===== src/rtl/core/sha1mh_pkg.sv =====
package sha1mh_pkg;

  localparam int WORD_W   = 32;
  localparam int BYTE_W   = 8;
  localparam int FILL_W   = 6;
  localparam int LEN_W    = 64;
  localparam int ROUND_W  = 7;
  localparam int IDX_W    = 3;
  localparam int CHAIN_N  = 5;
  localparam int SCHED_N  = 16;

  localparam logic [ROUND_W-1:0] ROUND_LAST  = 7'd79;
  localparam logic [ROUND_W-1:0] ROUND_SCHED = 7'd16;
  localparam logic [ROUND_W-1:0] ROUND_R2    = 7'd20;
  localparam logic [ROUND_W-1:0] ROUND_R3    = 7'd40;
  localparam logic [ROUND_W-1:0] ROUND_R4    = 7'd60;

  localparam logic [FILL_W-1:0] FILL_LEN_POS = 6'd56;
  localparam logic [FILL_W-1:0] FILL_LAST    = 6'd63;
  localparam logic [IDX_W-1:0]  IDX_LAST     = 3'd4;
  localparam logic [BYTE_W-1:0] PAD_BYTE     = 8'h80;
  localparam logic [LEN_W-1:0]  BITS_PER_BYTE = 64'd8;

  localparam logic [WORD_W-1:0] INIT_H [CHAIN_N] = '{
    32'h67452301, 32'hEFCDAB89, 32'h98BADCFE, 32'h10325476, 32'hC3D2E1F0
  };

  localparam logic [WORD_W-1:0] K_R1 = 32'h5A827999;
  localparam logic [WORD_W-1:0] K_R2 = 32'h6ED9EBA1;
  localparam logic [WORD_W-1:0] K_R3 = 32'h8F1BBCDC;
  localparam logic [WORD_W-1:0] K_R4 = 32'hCA62C1D6;

  typedef enum logic [2:0] {
    S_IDLE,
    S_PAD,
    S_ROUND,
    S_FOLD,
    S_EMIT
  } state_t;

  // Where the message stands: taking bytes, or which part of the padding is next.
  typedef enum logic [2:0] {
    PH_MSG,
    PH_80,
    PH_ZERO,
    PH_LEN,
    PH_DONE
  } phase_t;

  function automatic logic [WORD_W-1:0] rotl(input logic [WORD_W-1:0] v, input int s);
    rotl = (v << s) | (v >> (WORD_W - s));
  endfunction

  function automatic logic [WORD_W-1:0] round_k(input logic [ROUND_W-1:0] r);
    if (r < ROUND_R2) begin
      round_k = K_R1;
    end else if (r < ROUND_R3) begin
      round_k = K_R2;
    end else if (r < ROUND_R4) begin
      round_k = K_R3;
    end else begin
      round_k = K_R4;
    end
  endfunction

  function automatic logic [WORD_W-1:0] round_f(input logic [ROUND_W-1:0] r,
                                               input logic [WORD_W-1:0] b,
                                               input logic [WORD_W-1:0] c,
                                               input logic [WORD_W-1:0] d);
    if (r < ROUND_R2) begin
      round_f = (b & c) | (~b & d);
    end else if (r < ROUND_R3) begin
      round_f = b ^ c ^ d;
    end else if (r < ROUND_R4) begin
      round_f = (b & c) | (b & d) | (c & d);
    end else begin
      round_f = b ^ c ^ d;
    end
  endfunction

endpackage


===== src/rtl/core/sha1mh_msg_if.sv =====
interface sha1mh_msg_if;
  logic                          valid;
  logic                          ready;
  logic [sha1mh_pkg::BYTE_W-1:0] data_byte;
  logic                          has_byte;
  logic                          end_of_message;

  modport source(output valid, output data_byte, output has_byte, output end_of_message,
                 input ready);
  modport sink(input valid, input data_byte, input has_byte, input end_of_message,
               output ready);
endinterface


===== src/rtl/core/sha1mh_dig_if.sv =====
interface sha1mh_dig_if;
  logic                          valid;
  logic                          ready;
  logic [sha1mh_pkg::WORD_W-1:0] digest_word;
  logic [sha1mh_pkg::IDX_W-1:0]  word_index;
  logic                          last_word;

  modport source(output valid, output digest_word, output word_index, output last_word,
                 input ready);
  modport sink(input valid, input digest_word, input word_index, input last_word,
               output ready);
endinterface


===== src/rtl/core/sha1_message_hasher_top.sv =====
// A message word is taken while the block is idle; every 64th byte then holds off input
// for the 80 rounds of the single round unit, one per cycle, and the fold step.
// An end-of-message word adds the padding bytes plus one or two compressions,
// then the five digest words leave one per cycle as the sink takes them.
// Synchronous reset returns the chain to the initial hash and clears length and fill.
module sha1_message_hasher_top (
  input  logic         clk,
  input  logic         rst,
  sha1mh_msg_if.sink   msg,
  sha1mh_dig_if.source dig
);
  import sha1mh_pkg::*;

  state_t state;
  state_t state_next;
  phase_t phase;
  phase_t phase_next;

  logic [WORD_W-1:0]  chain [CHAIN_N];
  logic [WORD_W-1:0]  sched [SCHED_N];
  logic [23:0]        word_acc;
  logic [FILL_W-1:0]  fill_count;
  logic [LEN_W-1:0]   bit_length;
  logic [WORD_W-1:0]  va, vb, vc, vd, ve;
  logic [ROUND_W-1:0] round_count;
  logic [IDX_W-1:0]   emit_idx;

  logic               msg_acc;
  logic               dig_acc;
  logic               put_en;
  logic [BYTE_W-1:0]  put_data;
  logic               len_shift;
  logic               block_full;
  logic               shift_en;
  logic [WORD_W-1:0]  shift_in;
  logic [WORD_W-1:0]  wt;
  logic [WORD_W-1:0]  t;

  assign msg_acc    = msg.valid && msg.ready;
  assign dig_acc    = dig.valid && dig.ready;
  assign block_full = put_en && (fill_count == FILL_LAST);

  // Byte insertion: message bytes while idle, padding and length bytes in S_PAD.
  always_comb begin
    put_en     = 1'b0;
    put_data   = msg.data_byte;
    len_shift  = 1'b0;
    phase_next = phase;
    case (state)
      S_IDLE: begin
        if (msg_acc && msg.has_byte) begin
          put_en = 1'b1;
        end
        if (msg_acc && msg.end_of_message) begin
          phase_next = PH_80;
        end
      end
      S_PAD: begin
        case (phase)
          PH_80: begin
            put_en     = 1'b1;
            put_data   = PAD_BYTE;
            phase_next = PH_ZERO;
          end
          PH_ZERO: begin
            put_en = 1'b1;
            if (fill_count == FILL_LEN_POS) begin
              put_data   = bit_length[LEN_W-1 -: BYTE_W];
              len_shift  = 1'b1;
              phase_next = PH_LEN;
            end else begin
              put_data = '0;
            end
          end
          PH_LEN: begin
            put_en    = 1'b1;
            put_data  = bit_length[LEN_W-1 -: BYTE_W];
            len_shift = 1'b1;
            if (fill_count == FILL_LAST) begin
              phase_next = PH_DONE;
            end
          end
          default: begin
            put_en = 1'b0;
          end
        endcase
      end
      S_EMIT: begin
        if (dig_acc && (emit_idx == IDX_LAST)) begin
          phase_next = PH_MSG;
        end
      end
      default: begin
        put_en = 1'b0;
      end
    endcase
  end

  // The schedule line holds the last 16 words, oldest at index 0.
  assign wt = (round_count < ROUND_SCHED) ? sched[0]
            : rotl(sched[13] ^ sched[8] ^ sched[2] ^ sched[0], 1);
  assign t  = rotl(va, 5) + round_f(round_count, vb, vc, vd) + ve + round_k(round_count) + wt;

  assign shift_en = (state == S_ROUND) || (put_en && (fill_count[1:0] == 2'd3));
  assign shift_in = (state == S_ROUND) ? wt : {word_acc, put_data};

  always_comb begin
    state_next = state;
    case (state)
      S_IDLE: begin
        if (msg_acc) begin
          if (block_full) begin
            state_next = S_ROUND;
          end else if (msg.end_of_message) begin
            state_next = S_PAD;
          end
        end
      end
      S_PAD: begin
        if (block_full) begin
          state_next = S_ROUND;
        end
      end
      S_ROUND: begin
        if (round_count == ROUND_LAST) begin
          state_next = S_FOLD;
        end
      end
      S_FOLD: begin
        case (phase)
          PH_MSG:  state_next = S_IDLE;
          PH_DONE: state_next = S_EMIT;
          default: state_next = S_PAD;
        endcase
      end
      S_EMIT: begin
        if (dig_acc && (emit_idx == IDX_LAST)) begin
          state_next = S_IDLE;
        end
      end
      default: begin
        state_next = S_IDLE;
      end
    endcase
  end

  always_comb begin
    msg.ready       = (state == S_IDLE);
    dig.valid       = (state == S_EMIT);
    dig.digest_word = chain[emit_idx];
    dig.word_index  = emit_idx;
    dig.last_word   = (emit_idx == IDX_LAST);
  end

  always_ff @(posedge clk) begin
    if (rst) begin
      state       <= S_IDLE;
      phase       <= PH_MSG;
      fill_count  <= '0;
      bit_length  <= '0;
      round_count <= '0;
      emit_idx    <= '0;
      for (int i = 0; i < CHAIN_N; i++) begin
        chain[i] <= INIT_H[i];
      end
    end else begin
      state <= state_next;
      phase <= phase_next;
      if (put_en) begin
        fill_count <= fill_count + 1'b1;
      end
      if ((state == S_IDLE) && put_en) begin
        bit_length <= bit_length + BITS_PER_BYTE;
      end else if (len_shift) begin
        bit_length <= bit_length << BYTE_W;
      end
      if (state == S_ROUND) begin
        round_count <= (round_count == ROUND_LAST) ? '0 : round_count + 1'b1;
      end
      if (state == S_FOLD) begin
        chain[0] <= chain[0] + va;
        chain[1] <= chain[1] + vb;
        chain[2] <= chain[2] + vc;
        chain[3] <= chain[3] + vd;
        chain[4] <= chain[4] + ve;
      end
      if (dig_acc) begin
        if (emit_idx == IDX_LAST) begin
          emit_idx   <= '0;
          bit_length <= '0;
          for (int i = 0; i < CHAIN_N; i++) begin
            chain[i] <= INIT_H[i];
          end
        end else begin
          emit_idx <= emit_idx + 1'b1;
        end
      end
    end
  end

  always_ff @(posedge clk) begin
    if (put_en && (fill_count[1:0] != 2'd3)) begin
      word_acc <= {word_acc[15:0], put_data};
    end
    if (shift_en) begin
      for (int i = 0; i < SCHED_N - 1; i++) begin
        sched[i] <= sched[i+1];
      end
      sched[SCHED_N-1] <= shift_in;
    end
    if (block_full) begin
      va <= chain[0];
      vb <= chain[1];
      vc <= chain[2];
      vd <= chain[3];
      ve <= chain[4];
    end else if (state == S_ROUND) begin
      ve <= vd;
      vd <= vc;
      vc <= rotl(vb, 30);
      vb <= va;
      va <= t;
    end
  end

  a_no_overlap: assert property (@(posedge clk) disable iff (rst)
    !(msg.ready && dig.valid))
    else $error("input taken while digest words are pending");

  a_fold_after_rounds: assert property (@(posedge clk) disable iff (rst)
    (state == S_FOLD) |-> ($past(state) == S_ROUND) && (round_count == '0))
    else $error("fold without a full set of rounds");

  a_emit_aligned: assert property (@(posedge clk) disable iff (rst)
    (state == S_EMIT) |-> (phase == PH_DONE) && (fill_count == '0))
    else $error("digest emitted before padding completed");

  a_restart_clean: assert property (@(posedge clk) disable iff (rst)
    (dig_acc && dig.last_word) |=>
      (state == S_IDLE) && (bit_length == '0) && (fill_count == '0) && (phase == PH_MSG))
    else $error("state not returned to start after digest");

  a_len_frozen: assert property (@(posedge clk) disable iff (rst)
    ((state == S_ROUND) || (state == S_FOLD)) |=> $stable(bit_length))
    else $error("length changed during compression");

endmodule


===== src/flat_wrapper.sv =====
// flat-port wrapper written by rule: the top's interface ports become plain ports
module sha1_message_hasher_top_flat import sha1mh_pkg::*;
  (clk, rst, msg_valid, msg_data_byte, msg_has_byte, msg_end_of_message, msg_ready, dig_valid, dig_digest_word, dig_word_index, dig_last_word, dig_ready);
  sha1mh_msg_if msg_i ();
  sha1mh_dig_if dig_i ();
  input  logic clk;
  input  logic rst;
  input wire logic [$bits(msg_i.valid)-1:0] msg_valid;
  input wire logic [$bits(msg_i.data_byte)-1:0] msg_data_byte;
  input wire logic [$bits(msg_i.has_byte)-1:0] msg_has_byte;
  input wire logic [$bits(msg_i.end_of_message)-1:0] msg_end_of_message;
  output wire logic [$bits(msg_i.ready)-1:0] msg_ready;
  output wire logic [$bits(dig_i.valid)-1:0] dig_valid;
  output wire logic [$bits(dig_i.digest_word)-1:0] dig_digest_word;
  output wire logic [$bits(dig_i.word_index)-1:0] dig_word_index;
  output wire logic [$bits(dig_i.last_word)-1:0] dig_last_word;
  input wire logic [$bits(dig_i.ready)-1:0] dig_ready;
  assign msg_i.valid = msg_valid;
  assign msg_i.data_byte = msg_data_byte;
  assign msg_i.has_byte = msg_has_byte;
  assign msg_i.end_of_message = msg_end_of_message;
  assign msg_ready = msg_i.ready;
  assign dig_valid = dig_i.valid;
  assign dig_digest_word = dig_i.digest_word;
  assign dig_word_index = dig_i.word_index;
  assign dig_last_word = dig_i.last_word;
  assign dig_i.ready = dig_ready;
  sha1_message_hasher_top u_core (.clk(clk), .rst(rst), .msg(msg_i), .dig(dig_i));
endmodule

===== config.mk =====
export PLATFORM = sky130hd
export DESIGN_NAME = sha1_message_hasher_top_flat
export DESIGN_NICKNAME = d
export VERILOG_FILES = /design/src/rtl/core/sha1mh_pkg.sv /design/src/rtl/core/sha1mh_msg_if.sv /design/src/rtl/core/sha1mh_dig_if.sv /design/src/rtl/core/sha1_message_hasher_top.sv /design/src/flat_wrapper.sv
export SDC_FILE = /design/constraint.sdc
export NUM_CORES = 2
export LEC_CHECK = 0
export ABC_AREA = 1
export BUFFER_PORTS_ARGS = -buffer_cell sky130_fd_sc_hd__buf_4
export CAP_MARGIN = 15
export CORE_MARGIN = 2
export CORE_UTILIZATION = 50
export CTS_CLUSTER_DIAMETER = 100
export CTS_CLUSTER_SIZE = 16
export DETAILED_ROUTE_END_ITERATION = 12
export PLACE_DENSITY_LB_ADDON = 0.3
export SYNTH_ARGS = -nofsm -noshare
export SYNTH_HDL_FRONTEND = slang
export SYNTH_SLANG_ARGS = --single-unit
export TNS_END_PERCENT = 10

===== constraint.sdc =====
create_clock -name clk -period 114.5 [get_ports clk]
set_clock_uncertainty 0.15 [all_clocks]
set_input_delay 17.175 -clock clk [delete_from_list [all_inputs] [get_ports clk]]
set_output_delay 17.175 -clock clk [all_outputs]
set_load 0.1 [all_outputs]

==> flow_summary_export.csv <==
group,metric,value,unit
run_status,status,"finished clean",
clocking,post_cts.repair.setup_buffers,0,
setup_path,path_class,"input port to flip-flop",
final_layout,antenna_cells,0,
clocking,clock_sink_count,945,
yosys,ys_seq_elements,945,
global_routing,grt_overflow_total,0,
power,cellLeakagePower,21.2,nW
place,gp_congestion,0.988,
drt,ant_nets,0,
drt,drc_errors,0,
clocking,cts_hold_buf,0,
place,dp.final_hpwl,117000,um
power,total_power,657,uW
yosys,yosysSeqAreaShare,0.526,
yosys,syn_area,52300,um^2
setup_path,critPathArrivalTime,21270,ps
power,power-per-cell-area,11.7,nW/um^2
setup_path,worstPathRequired,114620,ps
sta,fmax,47.3,MHz
clocking,clock_path_buffers,3,
setup_path,slowest_delay,970,ps
yosys,synth_top_area_cell,"edfxtp_1",
sta,rsz0062_at_grt,"false",
yosys,yosys.area.top_type_share,0.492,
power,vdd_drop_max,0.0000127,V
yosys,synthCells,5402,
sta,hold_violations,0,
floorplan,io-pin-count,52,
floorplan,row_count,118,
final_layout,fin_nets,5781,
yosys,yosys_most_used_dff,"edfxtp_1",
sta,fin_ws,93350,ps
setup_path,end_kind,"flip-flop",
yosys,ys_top_cells_by_count,"1004 x nand2_1, 856 x edfxtp_1, 660 x inv_1",
global_routing,grt_pass1_wl,230000,um
min_path,hold_class,"flip-flop to flip-flop",
drt,viasPerCell,5.79,
clocking,clk_latency,680,ps
floorplan,coreArea,104000,um^2
floorplan,die-area,107000,um^2
sta,finalSetupViolCount,0,
sta,layout_min_cycle_time,21150,ps
setup_path,cp_max_fo,92,
drt,drt-initial-drc-count,4635,
sta,max_slew_margin,0.184,
final_layout,drive_gt1_frac,0.0492,
place,preCtsSetupSlack,92640,ps
clocking,cts_tree,"yes",
global_routing,grt_max_degree,197,
clocking,numCtsBuffers,71,
yosys,synth_most_common_cell,"nand2_1",
floorplan,die_y,327,um
sta,drv_slew,0,
sta,post-route-period-util,0.185,
yosys,synth_warnings,0,
yosys,syn_nets,5766,
drt,wl_per_cell,22.7,um
clocking,clk_pin_slew,60,ps
sta,fin_setup_tns,0,ps
yosys,async_reset_ff_frac,0,
drt,wl,155000,um
final_layout,area.growth.synth_to_final,7.27,%
drt,vias,39500,
drt,first_pass_iters,8,
clocking,cts_root_buf,"clkbuf_16",
clocking,htreeDepth,3,
floorplan,fp.dieW,327,um
flow_run,cap_viol_max_count,0,
yosys,syn_area_per_cell,9.68,um^2
setup_path,crit_path_frequent_cell,"buf_4",
setup_path,cp_cell_sequence,"buf_4 -> nand2_1 -> nor2_4 -> inv_2 -> nand2_4 -> inv_1 -> o21ai_4 -> buf_4 -> buf_4 -> buf_4",
floorplan,start_util,0.504,
place,portBuffers,51,
global_routing,track_usage,0.287,
yosys,synthTopCellsByArea,"edfxtp_1 49%, nand2_1 7.2%, ha_1 5.4%",
clocking,cts_resized,0,
yosys,synth_enable_flop_cells,856,
setup_path,start_kind,"input port",
yosys,ys_types,61,
global_routing,antenna_found_initial,3,
setup_path,cp_slowest_cell,"buf_4",
global_routing,grt_pass1_vias,36800,
sta,worstMarginPinSlew,1210,ps
-- area by class of cell --
type,instances,area [um^2]
sequential,945,27500
timing repair buffer,79,606
clock buffer,94,1880
clock inverter,13,151
inverter,674,2530
fill,9239,47600
multi-input combinational,3646,21700
tap,1380,1730
-- critical path: cells and delay by family --
family | cells | cell delay [ps]
AND/OR/NAND/NOR | 3 | 470
AO/OA/AOI/OAI | 1 | 150
buffers and inverters | 6 | 3280
-- layout by cell type (no fill, tap or decap), types with 11 or more instances in the layout --
cell / n
o221ai_1: 18
o21bai_1: 14
a21boi_0: 13
a21o_1: 32
nand3_1: 217
o21a_1: 32
inv_1: 660
o21ai_1: 25
nand2_1: 1001
o22ai_1: 20
or2_2: 34
nor4_1: 17
inv_2: 11
xor2_1: 55
nand4_1: 62
nor2_1: 427
o21ai_0: 474
dfxtp_1: 87
xnor2_1: 111
clkbuf_16: 72
ha_1: 226
a21oi_1: 489
clkbuf_1: 22
buf_4: 78
a31oi_1: 58
edfxtp_1: 856
nor3_1: 64
o211ai_1: 38
fa_1: 124
-- registers in the layout (all words and copies together) (netlist names), 6 cells and up, named ones only --
register            cells
u_core.vd              32
u_core.fill_count       6
u_core.sched          512
u_core.vc              32
u_core.ve              32
u_core.word_acc        24
u_core.vb              32
u_core.va              32
u_core.round_count      7
u_core.bit_length      64
u_core.chain          160
-- cells by family (layout without fill, tap and decap cells) --
family / after synthesis / after routing / synth area share
and+or+nand+nor: 1883 / 1883 / 0.153
AOI/OAI and AO/OA: 1247 / 1247 / 0.131
DFF: 945 / 945 / 0.526
buffers and inverters: 811 / 860 / 0.0606
adders and majority gates: 350 / 350 / 0.102
xor gates and xnor gates: 166 / 166 / 0.0278
-- metal layers --
metal  part of all wire  vias up  GRT usage
met2               0.43     1700      0.424
li1                   -    18600          -
met3              0.096      271     0.0560
met5           0.000084        -          0
met4              0.038        2     0.0992
met1               0.44    19000      0.423
-- metrics by stage --
step / utilization / hold WS, ps / cells / cell area [um^2]
floorplan: - / 250 / 5402 / 52300
global placement: 0.521 / 250 / 6724 / 54000
detailed placement: 0.521 / 255 / 6724 / 54000
CTS: 0.541 / 260 / 6831 / 56100
global route: 0.541 / 267 / 6831 / 56100
finish: 0.541 / 259 / 6831 / 56100
-- report_power, final --
group | switching, mW | leakage (nW) | total (mW) | internal [mW]
Sequential | 0.00577 | 8.36 | 0.385 | 0.379
Combinational | 0.0234 | 11.8 | 0.0327 | 0.00932
Clock | 0.123 | 0.989 | 0.240 | 0.117
-- worst paths after layout --
kind / startpoint / endpoint / slack [ps] / cells past startpoint
worst max register to register: u_core.round_count[5] / u_core.va[27] / 107720 / 24
worst max-delay path: msg_valid / u_core.sched[1][149] / 93350 / 10
worst min-delay path: u_core.sched[1][149] / u_core.sched[1][117] / 260 / 0
worst min register to register: u_core.sched[1][149] / u_core.sched[1][117] / 260 / 0
(Power assumes the default switching activity.)
